==> config.mk <==
export PLATFORM = sky130hd
export DESIGN_NAME = touch_pad_scan_chord_report_core
export DESIGN_NICKNAME = d
export VERILOG_FILES = /design/src/hw/rtl/tpscr_pkg.sv /design/src/hw/rtl/touch_pad_scan_chord_report_core.sv
export SDC_FILE = /design/constraint.sdc
export NUM_CORES = 1
export LEC_CHECK = 0
export ABC_AREA = 1
export ABC_CLOCK_PERIOD_IN_PS = 4100
export BUFFER_PORTS_ARGS = -buffer_cell sky130_fd_sc_hd__buf_2
export CAP_MARGIN = 20
export CORE_UTILIZATION = 45
export CTS_CLUSTER_DIAMETER = 120
export DETAILED_ROUTE_END_ITERATION = 12
export GPL_TIMING_DRIVEN = 0
export SETUP_SLACK_MARGIN = 0.2
export SYNTH_ARGS = -nofsm -noshare
export SYNTH_HDL_FRONTEND = slang
export SYNTH_SLANG_ARGS = --single-unit
export TNS_END_PERCENT = 1
==> constraint.sdc <==
create_clock -name clk_i -period 4.1 [get_ports clk_i]
set_input_delay 0.82 -clock clk_i [delete_from_list [all_inputs] [get_ports clk_i]]
set_output_delay 0.82 -clock clk_i [all_outputs]
set_load 0.02 [all_outputs]
==> src/hw/rtl/tpscr_pkg.sv <==
// Shared types and constants of the touch pad scanner with chord reporting.
// No dependencies; used by the core and by its checker.
package tpscr_pkg;

  // Default parameter values
  localparam int unsigned NumPadsDefault    = 12;
  localparam int unsigned CountWidthDefault = 16;

  // Fixed field widths
  localparam int unsigned MaskW = 12;
  localparam int unsigned ChanW = 4;
  localparam int unsigned CfgW  = 16;
  localparam int unsigned CfgIdxW = 2;

  // Register reset values
  localparam logic [CfgW-1:0] PressThresholdReset = 16'd200;
  localparam logic [CfgW-1:0] RelaxTicksReset     = 16'd1000;

  // Register indexes
  localparam logic [CfgIdxW-1:0] RegPressThreshold = 2'd0;
  localparam logic [CfgIdxW-1:0] RegRelaxTicks     = 2'd1;

  // Scan phase, one-hot
  typedef enum logic [1:0] {
    PH_DISCHARGE = 2'b01,
    PH_CHARGE    = 2'b10
  } phase_e;

  // One result transaction
  typedef struct packed {
    logic             pad_drive;
    logic [ChanW-1:0] channel_select;
    logic             report_valid;
    logic [MaskW-1:0] report_mask;
  } result_t;

endpackage

==> src/hw/rtl/touch_pad_scan_chord_report_core.sv <==
// Touch pad scanner core: RC charge-time measurement over the pads and
// chord reporting. Depends on tpscr_pkg.
//
// Usage:
//   Each input transaction is one prescaled timer tick carrying the
//   comparator rising-edge flag. Each tick yields exactly one result
//   transaction: the charge pin level, the pad routed to the comparator,
//   and a chord report (report_valid, report_mask) when a frame with no
//   pressed pad follows frames that held pressed pads.
//   Throughput: one tick per clock cycle. The whole scan state update is
//   combinational logic from the state registers, so a tick is taken on
//   every cycle the input is valid and not stalled.
//   Output: the result is registered, in the output register, or in the
//   skid register while the output register holds a stalled result.
//   Stall: results go through a two-entry output buffer (output register
//   plus skid register). A tick is still taken while one result waits;
//   in_stall_o rises only when both entries are full.
//   Reset: the registers return to press threshold 200 and relax 1000
//   ticks; scanning starts by relaxing pad 0 and then charging it.
//   Configuration writes are applied at once and should only be issued
//   while no results are outstanding.
module touch_pad_scan_chord_report_core
  import tpscr_pkg::*;
#(
  parameter int unsigned NUM_PADS    = NumPadsDefault,
  parameter int unsigned COUNT_WIDTH = CountWidthDefault
) (
  input  logic               clk_i,
  input  logic               rst_ni,
  // configuration write port
  input  logic               cfg_we_i,
  input  logic [CfgIdxW-1:0] cfg_index_i,
  input  logic [CfgW-1:0]    cfg_data_i,
  // tick input channel
  input  logic               in_valid_i,
  output logic               in_stall_o,
  input  logic               comparator_edge_i,
  // result channel
  output logic               out_valid_o,
  input  logic               out_stall_i,
  output logic               pad_drive_o,
  output logic [ChanW-1:0]   channel_select_o,
  output logic               report_valid_o,
  output logic [MaskW-1:0]   report_mask_o
);

  localparam int unsigned PadIdxW = $clog2(NUM_PADS + 1);
  localparam int unsigned CmpW    = (COUNT_WIDTH > CfgW) ? COUNT_WIDTH : CfgW;

  // Registers
  logic [CfgW-1:0]        thr_q, relax_q;
  phase_e                 phase_q, phase_d;
  logic [PadIdxW-1:0]     pad_q, pad_d;
  logic [COUNT_WIDTH-1:0] tick_q, tick_d;
  logic [MaskW-1:0]       frame_q, frame_d;
  logic [MaskW-1:0]       held_q, held_d;

  logic                   out_valid_q, skid_valid_q;
  result_t                out_q, skid_q;

  // Combinational
  logic                   in_acc, out_fire;
  logic [COUNT_WIDTH-1:0] count;
  logic                   count_sat, thr_hit, relax_done;
  logic [MaskW-1:0]       pad_bit;
  logic [PadIdxW-1:0]     chan;
  logic                   rep;
  logic [MaskW-1:0]       rmask;
  result_t                res;

  assign in_acc   = in_valid_i && !skid_valid_q;
  assign out_fire = out_valid_q && !out_stall_i;

  // Saturating charge/relax count for this tick
  assign count_sat  = &tick_q;
  assign count      = count_sat ? tick_q : tick_q + 1'b1;
  assign thr_hit    = CmpW'(count) >= CmpW'(thr_q);
  assign relax_done = (CmpW'(count) >= CmpW'(relax_q)) || (&count);
  // Shifting past the mask leaves zero, so pads twelve and up set nothing
  assign pad_bit    = MaskW'(1) << pad_q;

  // Advance the scan by one tick
  always_comb begin
    phase_d = phase_q;
    pad_d   = pad_q;
    tick_d  = tick_q;
    frame_d = frame_q;
    held_d  = held_q;
    rep     = 1'b0;
    rmask   = '0;
    unique case (phase_q)
      PH_CHARGE: begin
        if (comparator_edge_i) begin
          if (thr_hit) frame_d = frame_q | pad_bit;
          if (pad_q < PadIdxW'(NUM_PADS)) pad_d = pad_q + 1'b1;
          phase_d = PH_DISCHARGE;
          tick_d  = '0;
        end else begin
          tick_d = count;
        end
      end
      PH_DISCHARGE: begin
        if (relax_done) begin
          // End the frame after the relax that follows the last pad
          if (pad_q >= PadIdxW'(NUM_PADS)) begin
            if (frame_q != '0) begin
              held_d = held_q | frame_q;
            end else if (held_q != '0) begin
              rep    = 1'b1;
              rmask  = held_q;
              held_d = '0;
            end
            frame_d = '0;
            pad_d   = '0;
          end
          phase_d = PH_CHARGE;
          tick_d  = '0;
        end else begin
          tick_d = count;
        end
      end
      default: begin
        phase_d = PH_DISCHARGE;
      end
    endcase
  end

  // Build the result from the updated state
  assign chan = (pad_d < PadIdxW'(NUM_PADS)) ? pad_d : PadIdxW'(NUM_PADS - 1);

  always_comb begin
    res.pad_drive      = (phase_d == PH_CHARGE);
    res.channel_select = ChanW'(chan);
    res.report_valid   = rep;
    res.report_mask    = rmask;
  end

  // Hold configuration registers
  always_ff @(posedge clk_i or negedge rst_ni) begin
    if (!rst_ni) begin
      thr_q   <= PressThresholdReset;
      relax_q <= RelaxTicksReset;
    end else if (cfg_we_i) begin
      case (cfg_index_i)
        RegPressThreshold: thr_q   <= cfg_data_i;
        RegRelaxTicks:     relax_q <= cfg_data_i;
        default: ;
      endcase
    end
  end

  // Update scan state on each accepted tick
  always_ff @(posedge clk_i or negedge rst_ni) begin
    if (!rst_ni) begin
      phase_q <= PH_DISCHARGE;
      pad_q   <= '0;
      tick_q  <= '0;
      frame_q <= '0;
      held_q  <= '0;
    end else if (in_acc) begin
      phase_q <= phase_d;
      pad_q   <= pad_d;
      tick_q  <= tick_d;
      frame_q <= frame_d;
      held_q  <= held_d;
    end
  end

  // Output register and skid entry valid bits
  always_ff @(posedge clk_i or negedge rst_ni) begin
    if (!rst_ni) begin
      out_valid_q  <= 1'b0;
      skid_valid_q <= 1'b0;
    end else begin
      if (skid_valid_q) begin
        if (out_fire) skid_valid_q <= 1'b0;
      end else if (in_acc) begin
        if (out_valid_q && !out_fire) begin
          skid_valid_q <= 1'b1;
        end else begin
          out_valid_q <= 1'b1;
        end
      end else if (out_fire) begin
        out_valid_q <= 1'b0;
      end
    end
  end

  // Output register and skid entry payload
  always_ff @(posedge clk_i) begin
    if (skid_valid_q) begin
      if (out_fire) out_q <= skid_q;
    end else if (in_acc) begin
      if (out_valid_q && !out_fire) begin
        skid_q <= res;
      end else begin
        out_q <= res;
      end
    end
  end

  assign in_stall_o       = skid_valid_q;
  assign out_valid_o      = out_valid_q;
  assign pad_drive_o      = out_q.pad_drive;
  assign channel_select_o = out_q.channel_select;
  assign report_valid_o   = out_q.report_valid;
  assign report_mask_o    = out_q.report_mask;

endmodule

==> results.txt <==
result of the run: complete, no violations
setup tns final: 0 ns
final-report hold violation count: 0
combined area of all synthesized cells: 0.00654 mm^2
length of the first detailed-routing pass in iterations: 4
clock latency at the later pin of the worst-skew pair: 0.42 ns
share of final-layout standard cells stronger than drive strength 1: 0.158
post-CTS setup buffer count: 0
Layout Skew: 0.00712 ns
first-pass GRT wire length: 24.9 mm
asr flop ratio synth: 0.690
Primary FF master, synth: sky130_fd_sc_hd__dfrtp_1
num rows: 43
pre-CTS WS: 0.602 ns
max_cap viols: 0
critical path capture point type: flip-flop
Core Footprint: 0.0140 mm^2
DPL Wire Length: 11.4 mm
total count of max-transition violations in the final report: 0
io pins: 44
startpoint kind of the worst setup timing path: flip-flop
cell chosen for the clock root: sky130_fd_sc_hd__clkbuf_16
flop and latch count out of synthesis: 116
IR Drop Worst-Case VDD: 329 uV
Max Fclk: 282 MHz
die extent in y: 123 um
clock sinks: 116
Setup-failing EPs final: 0
clock buffers created by TritonCTS: 17
Vias: 5339
number of antenna violations at the first check in global routing: 0
number of synthesized flops with an enable pin: 36
unique cell type count in the Yosys netlist: 41
share of the yosys chip area belonging to registers: 0.473
arrival time of the worst setup path: 3.71 ns
Worst Path Max Fanout: 6
initial core utilization: 0.466
iteration-0 DRC count of the detailed router: 319
count of antenna-violating nets left after detailed routing: 0
syn_area_per_cell: 8.35 um^2
Tot Pwr: 0.00465 W
I/O Buffers: 43
most frequent cells after synthesis: sky130_fd_sc_hd__nand2_1 (162), sky130_fd_sc_hd__inv_1 (113), sky130_fd_sc_hd__o21ai_0 (77)
maximum buffer depth of the clock tree: 2
Syn. warnings: 0
CTS tree: built
most common cell in the netlist: sky130_fd_sc_hd__nand2_1
Die X-Extent: 123 um
number of cells upsized or downsized after cts: 0
leakage power figure: 3.57 nW
hold buffer count at CTS: 0
number of placed cells counting well taps: 1008
dominant cell type by area after synthesis: sky130_fd_sc_hd__dfrtp_1
growth of design area from synthesis to finish: 15.4%
diode count: 0
DRC violations left: 0
Worst Setup Slack, final: 0.557 ns
final core utilization: 0.538
routed wire length per instance: 14.3 um
setup repair after global routing missed its margin: no
overall track demand over capacity in global routing: 0.218
worst slew slack as a fraction of its limit: 0.362
time the worst path needs with I/O delays and setup: 3.54 ns
post-route clock period utilization: 0.864
Net Count, Synth: 848
clock transition time at the flip-flop clock pins of the worst setup and hold paths: 0.06 ns
slew at the pin with the worst max-slew slack: 0.957 ns
startpoint of the worst setup timing path: tick_q[1]
final non-filler cell total: 1040
Die Area: 0.0150 mm^2
overflow left after global routing: 0
kind of path behind the tightest hold check: in -> async
worst setup path category: reg -> reg
area share of the largest cell type after synthesis: 0.268
number of nets in the layout: 912
largest cells by area after synthesis: sky130_fd_sc_hd__dfrtp_1 (27%), sky130_fd_sc_hd__edfxtp_1 (17%), sky130_fd_sc_hd__nand2_1 (9.3%)
last weighted congestion value of the routability-driven placer: 0.882
number of fill cells: 1306
required time at the worst-slack endpoint: 4.26 ns
Synth Instances: 783
H-tree lvl count: 4
FF-to-FF Start: tick_q[1]
aggregate routed wire length: 14.9 mm
power density over the cells: 616 mW/mm^2
number of global-route vias before repair: 5285
Via density: 5.13
maximum number of pins on one net before global-route repair: 43
==> worst max-delay path, stage by stage (launching register included) <==
cell and delay, ns:
sky130_fd_sc_hd__dfrtp_1 0.45, sky130_fd_sc_hd__ha_1 0.26, sky130_fd_sc_hd__nand2_1 0.11, sky130_fd_sc_hd__nor2_4 0.17, sky130_fd_sc_hd__nand4_1 0.24, sky130_fd_sc_hd__nand2_1 0.12, sky130_fd_sc_hd__nand2_1 0.16, sky130_fd_sc_hd__ha_1 0.35
sky130_fd_sc_hd__a21oi_1 0.06, sky130_fd_sc_hd__o21ai_0 0.24, sky130_fd_sc_hd__nand2_1 0.08, sky130_fd_sc_hd__nand3_1 0.08, sky130_fd_sc_hd__nand2_1 0.04, sky130_fd_sc_hd__and3_1 0.18, sky130_fd_sc_hd__nand2_4 0.13, sky130_fd_sc_hd__nand2_1 0.06
sky130_fd_sc_hd__nand2_1 0.10, sky130_fd_sc_hd__nand2_1 0.11, sky130_fd_sc_hd__nand3_1 0.12, sky130_fd_sc_hd__nand2_1 0.08, sky130_fd_sc_hd__nand2_1 0.08, sky130_fd_sc_hd__nand2_1 0.06
==> logic make-up (layout without fill, tap and decap cells) <==
family | Yosys count | count (layout) | synth area share
flip-flops | 116 | 116 | 0.473
adder cells (fa/ha/maj) | 41 | 41 | 0.0784
AND/OR/NAND/NOR | 342 | 342 | 0.244
AO/OA/AOI/OAI | 137 | 137 | 0.113
XOR/XNOR | 5 | 5 | 0.00670
buffers and inverters | 142 | 219 | 0.0851
==> final timing paths <==
kind                       cells past startpoint                   to  slack [ns]
max                                           21  channel_select_o[0]        0.56
min                                            1            held_q[4]        0.38
max reg2reg                                   21  channel_select_o[0]        0.56
min reg2reg                                    2             thr_q[2]        0.48
max in group asynchronous                      2           relax_q[5]        3.04
min in group clk_i                             2             thr_q[2]        0.48
==> sequential cells by signal (all words and copies together) (netlist names) <==
name	flops
channel_select_o	4
frame_q	12
held_q	12
in_stall_o	1
out_valid_o	1
pad_drive_o	1
pad_q	4
phase_q	2
relax_q	16
report_mask_o	12
report_valid_o	1
skid_q	18
thr_q	16
tick_q	16
==> report_power, final <==
part | internal (W) | leakage, nW | switching (W) | total, W
combinational | 0.000502 | 1.97 | 0.00113 | 0.00163
sequential | 0.00153 | 1.36 | 0.000160 | 0.00169
clock | 0.000771 | 0.242 | 0.000561 | 0.00133
==> per-stage QoR <==
stage / instance area (um^2) / hold WS (ns)
after global routing: 7550 / 0.419
after global placement: 6980 / 0.471
after detailed placement: 7010 / 0.474
final: 7550 / 0.379
after floorplan: 6540 / 0.453
after CTS: 7550 / 0.393
==> cell usage in the layout, fill, tap and decap left out, types with 2 or more instances in the layout <==
master,instances
sky130_fd_sc_hd__a21oi_1,42
sky130_fd_sc_hd__a2bb2oi_1,3
sky130_fd_sc_hd__a31oi_1,2
sky130_fd_sc_hd__buf_2,47
sky130_fd_sc_hd__buf_4,2
sky130_fd_sc_hd__buf_6,2
sky130_fd_sc_hd__clkbuf_1,15
sky130_fd_sc_hd__clkbuf_16,17
sky130_fd_sc_hd__clkinv_1,4
sky130_fd_sc_hd__clkinv_2,2
sky130_fd_sc_hd__clkinv_4,2
sky130_fd_sc_hd__clkinvlp_4,7
sky130_fd_sc_hd__dfrtp_1,70
sky130_fd_sc_hd__dfstp_2,10
sky130_fd_sc_hd__edfxtp_1,36
sky130_fd_sc_hd__ha_1,41
sky130_fd_sc_hd__inv_1,113
sky130_fd_sc_hd__inv_2,3
sky130_fd_sc_hd__inv_6,3
sky130_fd_sc_hd__nand2_1,162
sky130_fd_sc_hd__nand2_2,4
sky130_fd_sc_hd__nand2_4,2
sky130_fd_sc_hd__nand3_1,50
sky130_fd_sc_hd__nand3b_1,2
sky130_fd_sc_hd__nand4_1,11
sky130_fd_sc_hd__nor2_1,76
sky130_fd_sc_hd__nor2_2,7
sky130_fd_sc_hd__nor2_4,11
sky130_fd_sc_hd__nor3_1,4
sky130_fd_sc_hd__nor4_1,2
sky130_fd_sc_hd__o211ai_1,3
sky130_fd_sc_hd__o21ai_0,77
sky130_fd_sc_hd__o21ai_1,3
sky130_fd_sc_hd__o31ai_2,3
sky130_fd_sc_hd__or2_2,5
sky130_fd_sc_hd__xor2_1,4
==> cell type report <==
type	instances	area, um^2	area share
Timing Repair Buffer	45	245	0.0325
Multi-Input combinational cell	525	2890	0.383
Tap cell	180	225	0.0298
Clock inverter	15	110	0.0146
Buffer	22	104	0.0138
Sequential cell	116	3100	0.410
Clock buffer	17	425	0.0563
Inverter	120	453	0.0600
==> per-layer routing <==
metal | up-vias | share of wire | GRT usage
li1 | 2679 | - | -
met3 | 23 | 0.037 | 0.0488
met5 | - | 0 | 0
met4 | 0 | 0.016 | 0.0739
met2 | 101 | 0.48 | 0.361
met1 | 2536 | 0.47 | 0.280
Note: power is estimated with default switching activity, not from simulation.
